### src/dlfc_pkg.sv
// ---------------------------------------------------------------------------
// DNA line filter chunker package
// Shared constants, transaction types and byte classification helpers.
// ---------------------------------------------------------------------------
`default_nettype none

package dlfc_pkg;

    // Longest record in bytes before it is forced closed
    localparam int RECORD_MAX = 4096;
    // Record byte counter width, able to hold RECORD_MAX itself
    localparam int CNT_W      = $clog2(RECORD_MAX + 1);

    localparam int CHAR_W     = 8;
    localparam int LEN_W      = 13;
    localparam int CHUNK_W    = 16;
    localparam int LIMIT_W    = 32;
    localparam int TOTAL_W    = LIMIT_W + 1;
    localparam int SAT_W      = (CNT_W > LEN_W) ? CNT_W : LEN_W;

    localparam logic [LEN_W-1:0]   LEN_SAT           = {LEN_W{1'b1}};
    localparam logic [LIMIT_W-1:0] CHUNK_LIMIT_RESET = 32'd100000000;

    // Byte codes
    localparam logic [CHAR_W-1:0] CH_NUL   = 8'd0;
    localparam logic [CHAR_W-1:0] CH_LF    = 8'd10;
    localparam logic [CHAR_W-1:0] CH_SPACE = 8'd32;
    localparam logic [CHAR_W-1:0] CASE_OFS = 8'd32;
    localparam logic [CHAR_W-1:0] CH_UA    = 8'h41;
    localparam logic [CHAR_W-1:0] CH_UC    = 8'h43;
    localparam logic [CHAR_W-1:0] CH_UG    = 8'h47;
    localparam logic [CHAR_W-1:0] CH_UT    = 8'h54;
    localparam logic [CHAR_W-1:0] CH_LA    = 8'h61;
    localparam logic [CHAR_W-1:0] CH_LC    = 8'h63;
    localparam logic [CHAR_W-1:0] CH_LG    = 8'h67;
    localparam logic [CHAR_W-1:0] CH_LT    = 8'h74;

    // Input transaction
    typedef struct packed {
        logic [CHAR_W-1:0] in_byte;
        logic              file_end;
    } item_t;

    // Per-byte record verdict from the record tracker
    typedef struct packed {
        logic [CHAR_W-1:0] out_char;
        logic              is_content;
        logic              record_end;
        logic              record_kept;
        logic [CNT_W-1:0]  length;
    } rec_info_t;

    // Chunk verdict from the chunk accountant
    typedef struct packed {
        logic               new_chunk;
        logic [CHUNK_W-1:0] chunk_number;
    } chunk_info_t;

    // Result transaction
    typedef struct packed {
        logic [CHAR_W-1:0]  out_char;
        logic               is_content;
        logic               record_end;
        logic               record_kept;
        logic [LEN_W-1:0]   record_length;
        logic               new_chunk;
        logic [CHUNK_W-1:0] chunk_number;
    } result_t;

    function automatic logic is_lower_base(input logic [CHAR_W-1:0] b);
        return (b == CH_LA) || (b == CH_LC) || (b == CH_LG) || (b == CH_LT);
    endfunction

    function automatic logic is_base(input logic [CHAR_W-1:0] b);
        return is_lower_base(b) ||
               (b == CH_UA) || (b == CH_UC) || (b == CH_UG) || (b == CH_UT);
    endfunction

    function automatic logic [CHAR_W-1:0] to_upper_base(input logic [CHAR_W-1:0] b);
        return is_lower_base(b) ? (b - CASE_OFS) : b;
    endfunction

    function automatic logic is_term(input logic [CHAR_W-1:0] b);
        return (b == CH_LF) || (b == CH_SPACE) || (b == CH_NUL);
    endfunction

    // Clamp a record length to the output field
    function automatic logic [LEN_W-1:0] sat_len(input logic [CNT_W-1:0] len);
        logic [SAT_W-1:0] wide;
        wide = SAT_W'(len);
        if (wide > SAT_W'(LEN_SAT)) begin
            return LEN_SAT;
        end
        return LEN_W'(wide);
    endfunction

endpackage

`default_nettype wire

### src/dlfc_in_reg.sv
// ---------------------------------------------------------------------------
// DNA line filter chunker input register
// Captures one byte transaction and holds it until the pipe advances.
// ---------------------------------------------------------------------------
`default_nettype none

module dlfc_in_reg (
    input  wire logic          aclk,
    input  wire logic          aresetn,
    input  wire logic          s_valid,
    output logic               s_ready,
    input  wire dlfc_pkg::item_t s_item,
    input  wire logic          advance,
    output logic               item_valid,
    output dlfc_pkg::item_t    item
);

    logic            valid_reg;
    logic            valid_next;
    dlfc_pkg::item_t item_reg;

    // Accept when empty or when the held transaction moves on this cycle
    assign s_ready = !valid_reg || advance;

    always_comb begin
        valid_next = valid_reg;
        if (s_valid && s_ready) begin
            valid_next = 1'b1;
        end else if (advance) begin
            valid_next = 1'b0;
        end
    end

    always_ff @(posedge aclk) begin
        if (!aresetn) begin
            valid_reg <= 1'b0;
        end else begin
            valid_reg <= valid_next;
        end
    end

    // Load payload on accept
    always_ff @(posedge aclk) begin
        if (s_valid && s_ready) begin
            item_reg <= s_item;
        end
    end

    assign item_valid = valid_reg;
    assign item       = item_reg;

endmodule

`default_nettype wire

### src/dlfc_record.sv
// ---------------------------------------------------------------------------
// DNA line filter chunker record tracker
// Classifies each byte, counts content and decides record end and keep.
// ---------------------------------------------------------------------------
`default_nettype none

module dlfc_record (
    input  wire logic            aclk,
    input  wire logic            aresetn,
    input  wire logic            advance,
    input  wire dlfc_pkg::item_t item,
    output dlfc_pkg::rec_info_t  info
);

    logic [dlfc_pkg::CNT_W-1:0] record_count_reg;
    logic [dlfc_pkg::CNT_W-1:0] record_count_next;
    logic [dlfc_pkg::CNT_W-1:0] content_length_reg;
    logic [dlfc_pkg::CNT_W-1:0] content_length_next;
    logic                       terminator_seen_reg;
    logic                       terminator_seen_next;
    logic                       record_bad_reg;
    logic                       record_bad_next;

    logic                       term;
    logic                       content;
    logic                       bad;
    logic [dlfc_pkg::CNT_W-1:0] count_inc;
    logic [dlfc_pkg::CNT_W-1:0] length_inc;
    logic                       rec_end;

    // Classify the byte against the record so far
    always_comb begin
        term       = dlfc_pkg::is_term(item.in_byte);
        content    = !terminator_seen_reg && !term;
        bad        = record_bad_reg || (content && !dlfc_pkg::is_base(item.in_byte));
        count_inc  = record_count_reg + dlfc_pkg::CNT_W'(1);
        length_inc = content ? (content_length_reg + dlfc_pkg::CNT_W'(1))
                             : content_length_reg;
        rec_end    = (item.in_byte == dlfc_pkg::CH_LF) || item.file_end ||
                     (count_inc >= dlfc_pkg::CNT_W'(dlfc_pkg::RECORD_MAX));
    end

    // Advance record state, clear it at record end
    always_comb begin
        record_count_next    = record_count_reg;
        content_length_next  = content_length_reg;
        terminator_seen_next = terminator_seen_reg;
        record_bad_next      = record_bad_reg;
        if (advance) begin
            if (rec_end) begin
                record_count_next    = '0;
                content_length_next  = '0;
                terminator_seen_next = 1'b0;
                record_bad_next      = 1'b0;
            end else begin
                record_count_next    = count_inc;
                content_length_next  = length_inc;
                terminator_seen_next = terminator_seen_reg || term;
                record_bad_next      = bad;
            end
        end
    end

    always_ff @(posedge aclk) begin
        if (!aresetn) begin
            record_count_reg    <= '0;
            content_length_reg  <= '0;
            terminator_seen_reg <= 1'b0;
            record_bad_reg      <= 1'b0;
        end else begin
            record_count_reg    <= record_count_next;
            content_length_reg  <= content_length_next;
            terminator_seen_reg <= terminator_seen_next;
            record_bad_reg      <= record_bad_next;
        end
    end

    // Verdict for this byte
    always_comb begin
        info.out_char    = dlfc_pkg::to_upper_base(item.in_byte);
        info.is_content  = content;
        info.record_end  = rec_end;
        info.record_kept = rec_end && !bad;
        info.length      = rec_end ? length_inc : '0;
    end

endmodule

`default_nettype wire

### src/dlfc_chunk.sv
// ---------------------------------------------------------------------------
// DNA line filter chunker chunk accountant
// Adds kept record lengths into the chunk total and numbers the chunks.
// ---------------------------------------------------------------------------
`default_nettype none

module dlfc_chunk (
    input  wire logic                          aclk,
    input  wire logic                          aresetn,
    input  wire logic                          cfg_wr_en,
    input  wire logic [dlfc_pkg::LIMIT_W-1:0]  cfg_wr_data,
    input  wire logic                          advance,
    input  wire logic                          file_end,
    input  wire dlfc_pkg::rec_info_t           info,
    output dlfc_pkg::chunk_info_t              chunk
);

    logic [dlfc_pkg::LIMIT_W-1:0] chunk_limit_reg;
    logic [dlfc_pkg::TOTAL_W-1:0] chunk_total_reg;
    logic [dlfc_pkg::TOTAL_W-1:0] chunk_total_next;
    logic [dlfc_pkg::CHUNK_W-1:0] current_chunk_reg;
    logic [dlfc_pkg::CHUNK_W-1:0] current_chunk_next;
    logic                         file_starting_reg;
    logic                         file_starting_next;

    logic [dlfc_pkg::CHUNK_W-1:0] chunk_open;
    logic [dlfc_pkg::TOTAL_W-1:0] total_open;
    logic [dlfc_pkg::TOTAL_W-1:0] sum;
    logic                         overflow;
    logic [dlfc_pkg::TOTAL_W-1:0] total_upd;
    logic [dlfc_pkg::CHUNK_W-1:0] chunk_upd;

    // Open a chunk on a file's first byte, then add a kept record
    always_comb begin
        chunk_open = file_starting_reg ? (current_chunk_reg + dlfc_pkg::CHUNK_W'(1))
                                       : current_chunk_reg;
        total_open = file_starting_reg ? '0 : chunk_total_reg;
        sum        = total_open + dlfc_pkg::TOTAL_W'(info.length);
        overflow   = info.record_kept &&
                     (sum > dlfc_pkg::TOTAL_W'(chunk_limit_reg));
        chunk_upd  = overflow ? (chunk_open + dlfc_pkg::CHUNK_W'(1)) : chunk_open;
        if (!info.record_kept) begin
            total_upd = total_open;
        end else if (overflow) begin
            total_upd = dlfc_pkg::TOTAL_W'(info.length);
        end else begin
            total_upd = sum;
        end
    end

    always_comb begin
        chunk_total_next   = chunk_total_reg;
        current_chunk_next = current_chunk_reg;
        file_starting_next = file_starting_reg;
        if (advance) begin
            chunk_total_next   = total_upd;
            current_chunk_next = chunk_upd;
            file_starting_next = file_end;
        end
    end

    always_ff @(posedge aclk) begin
        if (!aresetn) begin
            chunk_limit_reg   <= dlfc_pkg::CHUNK_LIMIT_RESET;
            chunk_total_reg   <= '0;
            current_chunk_reg <= '0;
            file_starting_reg <= 1'b1;
        end else begin
            if (cfg_wr_en) begin
                chunk_limit_reg <= cfg_wr_data;
            end
            chunk_total_reg   <= chunk_total_next;
            current_chunk_reg <= current_chunk_next;
            file_starting_reg <= file_starting_next;
        end
    end

    // The chunk in use is one behind the count of chunks opened
    assign chunk.new_chunk    = overflow;
    assign chunk.chunk_number = chunk_upd - dlfc_pkg::CHUNK_W'(1);

endmodule

`default_nettype wire

### src/dlfc_out_reg.sv
// ---------------------------------------------------------------------------
// DNA line filter chunker output register
// Holds one result transaction until downstream takes it.
// ---------------------------------------------------------------------------
`default_nettype none

module dlfc_out_reg (
    input  wire logic              aclk,
    input  wire logic              aresetn,
    input  wire logic              item_valid,
    input  wire dlfc_pkg::result_t result,
    output logic                   advance,
    output logic                   m_valid,
    input  wire logic              m_ready,
    output dlfc_pkg::result_t      m_result
);

    logic              valid_reg;
    logic              valid_next;
    dlfc_pkg::result_t result_reg;

    // Move a transaction in when the slot is free or being emptied
    assign advance = item_valid && (!valid_reg || m_ready);

    always_comb begin
        valid_next = valid_reg;
        if (advance) begin
            valid_next = 1'b1;
        end else if (m_ready) begin
            valid_next = 1'b0;
        end
    end

    always_ff @(posedge aclk) begin
        if (!aresetn) begin
            valid_reg <= 1'b0;
        end else begin
            valid_reg <= valid_next;
        end
    end

    always_ff @(posedge aclk) begin
        if (advance) begin
            result_reg <= result;
        end
    end

    assign m_valid  = valid_reg;
    assign m_result = result_reg;

endmodule

`default_nettype wire

### src/dna_line_filter_chunker_core.sv
// ---------------------------------------------------------------------------
// DNA line filter chunker core
// Streams DNA text bytes, marks record content, keeps or drops records and
// assigns kept records to size-limited chunks.
// ---------------------------------------------------------------------------
//
//  Channel  Ports              Transaction
//  -------  -----------------  ------------------------------------------
//  input    s_valid / s_ready  one source byte and its file_end flag
//  result   m_valid / m_ready  one verdict per byte, chunk at record end
//  config   cfg_wr_en          chunk_limit, written at once
//
//  A byte is captured in the input register, classified and accounted in
//  one pass of logic, and lands in the output register: its result is
//  offered on m_valid from there. One byte per cycle is sustained while
//  the receiver takes results. The record and chunk state registers close
//  the loop from one byte to the next in that single pass.
//  Reset leaves both registers empty and the first file on chunk zero.
//  A stalled result holds the output register; the input register takes
//  one more byte, then s_ready drops until the result is taken.
// ---------------------------------------------------------------------------
`default_nettype none

module dna_line_filter_chunker_core (
    input  wire logic                              aclk,
    input  wire logic                              aresetn,
    input  wire logic                              cfg_wr_en,
    input  wire logic [dlfc_pkg::LIMIT_W-1:0]      cfg_wr_data,
    input  wire logic                              s_valid,
    output logic                                   s_ready,
    input  wire logic [dlfc_pkg::CHAR_W-1:0]       s_in_byte,
    input  wire logic                              s_file_end,
    output logic                                   m_valid,
    input  wire logic                              m_ready,
    output logic [dlfc_pkg::CHAR_W-1:0]            m_out_char,
    output logic                                   m_is_content,
    output logic                                   m_record_end,
    output logic                                   m_record_kept,
    output logic [dlfc_pkg::LEN_W-1:0]             m_record_length,
    output logic                                   m_new_chunk,
    output logic [dlfc_pkg::CHUNK_W-1:0]           m_chunk_number
);

    dlfc_pkg::item_t       s_item;
    dlfc_pkg::item_t       item;
    logic                  item_valid;
    logic                  advance;
    dlfc_pkg::rec_info_t   info;
    dlfc_pkg::chunk_info_t chunk;
    dlfc_pkg::result_t     result;
    dlfc_pkg::result_t     m_result;

    assign s_item.in_byte  = s_in_byte;
    assign s_item.file_end = s_file_end;

    dlfc_in_reg u_in_reg (
        .aclk       (aclk),
        .aresetn    (aresetn),
        .s_valid    (s_valid),
        .s_ready    (s_ready),
        .s_item     (s_item),
        .advance    (advance),
        .item_valid (item_valid),
        .item       (item)
    );

    dlfc_record u_record (
        .aclk    (aclk),
        .aresetn (aresetn),
        .advance (advance),
        .item    (item),
        .info    (info)
    );

    dlfc_chunk u_chunk (
        .aclk        (aclk),
        .aresetn     (aresetn),
        .cfg_wr_en   (cfg_wr_en),
        .cfg_wr_data (cfg_wr_data),
        .advance     (advance),
        .file_end    (item.file_end),
        .info        (info),
        .chunk       (chunk)
    );

    // Assemble the result transaction
    always_comb begin
        result.out_char      = info.out_char;
        result.is_content    = info.is_content;
        result.record_end    = info.record_end;
        result.record_kept   = info.record_kept;
        result.record_length = dlfc_pkg::sat_len(info.length);
        result.new_chunk     = chunk.new_chunk;
        result.chunk_number  = chunk.chunk_number;
    end

    dlfc_out_reg u_out_reg (
        .aclk       (aclk),
        .aresetn    (aresetn),
        .item_valid (item_valid),
        .result     (result),
        .advance    (advance),
        .m_valid    (m_valid),
        .m_ready    (m_ready),
        .m_result   (m_result)
    );

    assign m_out_char      = m_result.out_char;
    assign m_is_content    = m_result.is_content;
    assign m_record_end    = m_result.record_end;
    assign m_record_kept   = m_result.record_kept;
    assign m_record_length = m_result.record_length;
    assign m_new_chunk     = m_result.new_chunk;
    assign m_chunk_number  = m_result.chunk_number;

endmodule

`default_nettype wire

### config.mk
export PLATFORM = sky130hd
export DESIGN_NAME = dna_line_filter_chunker_core
export DESIGN_NICKNAME = d
export VERILOG_FILES = /design/src/dlfc_pkg.sv /design/src/dlfc_in_reg.sv /design/src/dlfc_record.sv /design/src/dlfc_chunk.sv /design/src/dlfc_out_reg.sv /design/src/dna_line_filter_chunker_core.sv
export SDC_FILE = /design/constraint.sdc
export NUM_CORES = 1
export LEC_CHECK = 0
export BUFFER_PORTS_ARGS = -buffer_cell sky130_fd_sc_hd__buf_4
export CORE_ASPECT_RATIO = 1.4
export CORE_UTILIZATION = 35
export DETAILED_ROUTE_END_ITERATION = 8
export HOLD_SLACK_MARGIN = 0.02
export SLEW_MARGIN = 0
export SYNTH_ARGS = -nofsm -noshare
export SYNTH_HDL_FRONTEND = slang
export SYNTH_SLANG_ARGS = --single-unit
### constraint.sdc
create_clock -name aclk -period 7.65 [get_ports aclk]
set_clock_uncertainty 0.1 [all_clocks]
set_input_delay 0.765 -clock aclk [delete_from_list [all_inputs] [get_ports aclk]]
set_output_delay 0.765 -clock aclk [all_outputs]
set_load 0.1 [all_outputs]
==> flow_summary.ini <==
[placement]
dp_hpwl_um = 18310
globalplace.congestion = 0.8664
pre_cts_ws_ps = -41.70
portBuffers = 88

[critical_path]
end_kind = flip-flop
startpoint_type = flip-flop
critPathMostFrequentCell = xnor2_1
critPathMaxStageDelay_ps = 540
crit_path_max_fanout = 6
worst_path_max_delay_cell = or4b_1
required_ps = 7740
crit_type = flip-flop to flip-flop
arrival_ps = 7400

[detailed_routing]
antenna_left = 0
vias = 8561
firstDrtPassIters = 5
drc = 0
routed_wl_um = 25260
post_drt_via_cell_ratio = 5.201
routedWlPerCell_um = 15.35
drtIter0Drc = 504

[cts]
clock_latency_ps = 450
holdBufCountCts = 0
clock_path_buffers = 2
cts_made_buffers = 17
cts_tree = built
clock_sinks = 162
clk_pin_slew_ps = 70
cts.htree.levels = 4
clockRootBuffer = clkbuf_16

[cells_and_area]
num_antenna_cells = 0
area_growth_pct = 20.10
final_cell_mix = 138 x buf_4, 112 x dfxtp_1, 109 x nand2_1
layout_commonest_cell = buf_4
largest_reg_flops = 41
fin_nets = 1358
final_layout_size_suffix_gt1_frac = 0.1779

[sta]
slew_viol_final = 0
worstMarginPinSlew_ps = 1166
tns_ps = 0
fmax_ghz = 0.1367
period_needed_ps = 7316
relSlewSlack = 0.2144
hold_viol_final = 0
setup_viol = 0
fin_ws_ps = 334.0
fin_crit_sh = 0.9563

[synth]
syn-cell-area_um2 = 9962
synth_top_cell_by_area = dfxtp_1
synth_top_area_frac = 0.2251
synth-edff-count = 50
synth_seq_cells = 162
synth_ff_type = dfxtp_1
synthTopCellsByArea = dfxtp_1 23%, edfxtp_1 15%, ha_1 6.0%, xnor2_1 5.3%, nor2b_1 4.8%
yosysWarnings = 0
synth.distinct_cells = 74
syn_nets = 1256
syn_avg_cell_area_um2 = 8.581
seq_area_frac_synth = 0.3758
synth_cells = 1161
async_reset_ff_frac = 0

[global_routing]
grt_max_degree = 84
grt_usage = 0.1800
grt_overflow_total = 0
grt_pass1_wl_um = 41130
antenna_found_initial = 0
grt_pass1_vias = 8168

[floorplanning]
die-area_um2 = 29150
ios = 89
row_count = 72
die_x_um = 144.6
core_area_um2 = 27840
die_h_um = 201.6
initial_core_util = 0.3579

[power]
powerDensity_nw_per_um2 = 167.3
power_frac_comb = 0.131
p_clk_frac = 0.403
switching_power_uw = 567.4
p_seq_frac = 0.465
worst_ir_drop_vdd_uv = 157.0
swShare = 0.2835
p_int_uw = 1434
p_leak_uw = 0.004726

[worst_hold_path]
hp-class = flip-flop to flip-flop

[flow_run]
cap_violations = 0

[outcome]
status = finished clean
-- stage by stage --
stage / utilization / power, µW / cell area, µm² / cells / hold WS, ps
finish: 0.4298 / 2001 / 11960 / 1646 / 364.9
global route: 0.4298 / 2074 / 11960 / 1646 / 385.0
CTS: 0.4238 / 2020 / 11800 / 1644 / 371.8
detailed placement: 0.4042 / 1211 / 11250 / 1612 / 355.4
global placement: 0.4042 / 1208 / 11250 / 1612 / 340.0
floorplan: - / 1135 / 9967 / 1161 / 330.2
-- final timing paths --
check | end | cells after the start | slack, ps | from
max reg2reg | u_out_reg.m_result[14] | 30 | 330 | u_in_reg.item[2]
min | u_chunk.chunk_total_reg[11] | 1 | 360 | u_chunk.chunk_total_reg[11]
max | u_out_reg.m_result[14] | 30 | 330 | u_in_reg.item[2]
min reg2reg | u_chunk.chunk_total_reg[11] | 1 | 360 | u_chunk.chunk_total_reg[11]
-- Yosys cell counts (17+ instances only) --
library cell / n
xnor2_1: 60
mux2i_1: 23
a21oi_1: 43
nor2_1: 98
and3_1: 17
o21ai_0: 72
inv_1: 55
dfxtp_1: 112
nand4_1: 18
nor2b_1: 76
and2_1: 24
nand2_1: 109
nand3_1: 45
clkbuf_1: 49
nor3_1: 24
xor2_1: 34
a22oi_1: 19
edfxtp_1: 50
ha_1: 48
-- power by group through the flow --
stage	sequential [µW]	clock (µW)	combinational (µW)
detailed placement	950	0	261
floorplan	1030	0	104
finish	931	807	263
global route	934	856	284
global placement	950	0	259
CTS	931	827	262
-- layer usage --
metal | GRT usage | part of all wire | vias up
li1 | - | - | 4284
met1 | 0.2242 | 0.45 | 4040
met2 | 0.3073 | 0.50 | 196
met3 | 0.02261 | 0.032 | 41
met4 | 0.07669 | 0.025 | 0
met5 | 0 | 0 | -
-- cells by family (layout without fill, tap and decap cells) --
group                    Yosys count  count (layout)  synth area share
AND/OR/NAND/NOR                  473             473            0.2418
flip-flops                       162             162            0.3758
multiplexers                      34              34           0.03554
adder cells (fa/ha/maj)           51              51           0.06431
AO/OA/AOI/OAI                    235             235            0.1575
XOR/XNOR                          94              94           0.08264
buffers and inverters            112             227           0.04245
-- final cells by class --
type	instances	area, µm²
clock inverter	11	80.08
multi-input combinational	887	5966
clock buffer	21	461.7
inverter	57	214.0
fill	2758	15870
tap	370	462.9
timing repair buffer	138	1036
sequential	162	3744
-- critical path, delay by kind of cell (launching register included) --
family                     cells  cell delay [ps]
and+or+nand+nor               11             2470
AOI/OAI and AO/OA             10             2180
adders and majority gates      3             1100
xor gates and xnor gates       4              550
DFF                            1              380
buffers and inverters          2              310
-- what timing repair did --
item,CTS,global route
setup buffers,0,2
endpoints found under the setup margin,2,12
pin swaps,0,5
resized for setup,1,35
Note: power is estimated with default switching activity, not from simulation.
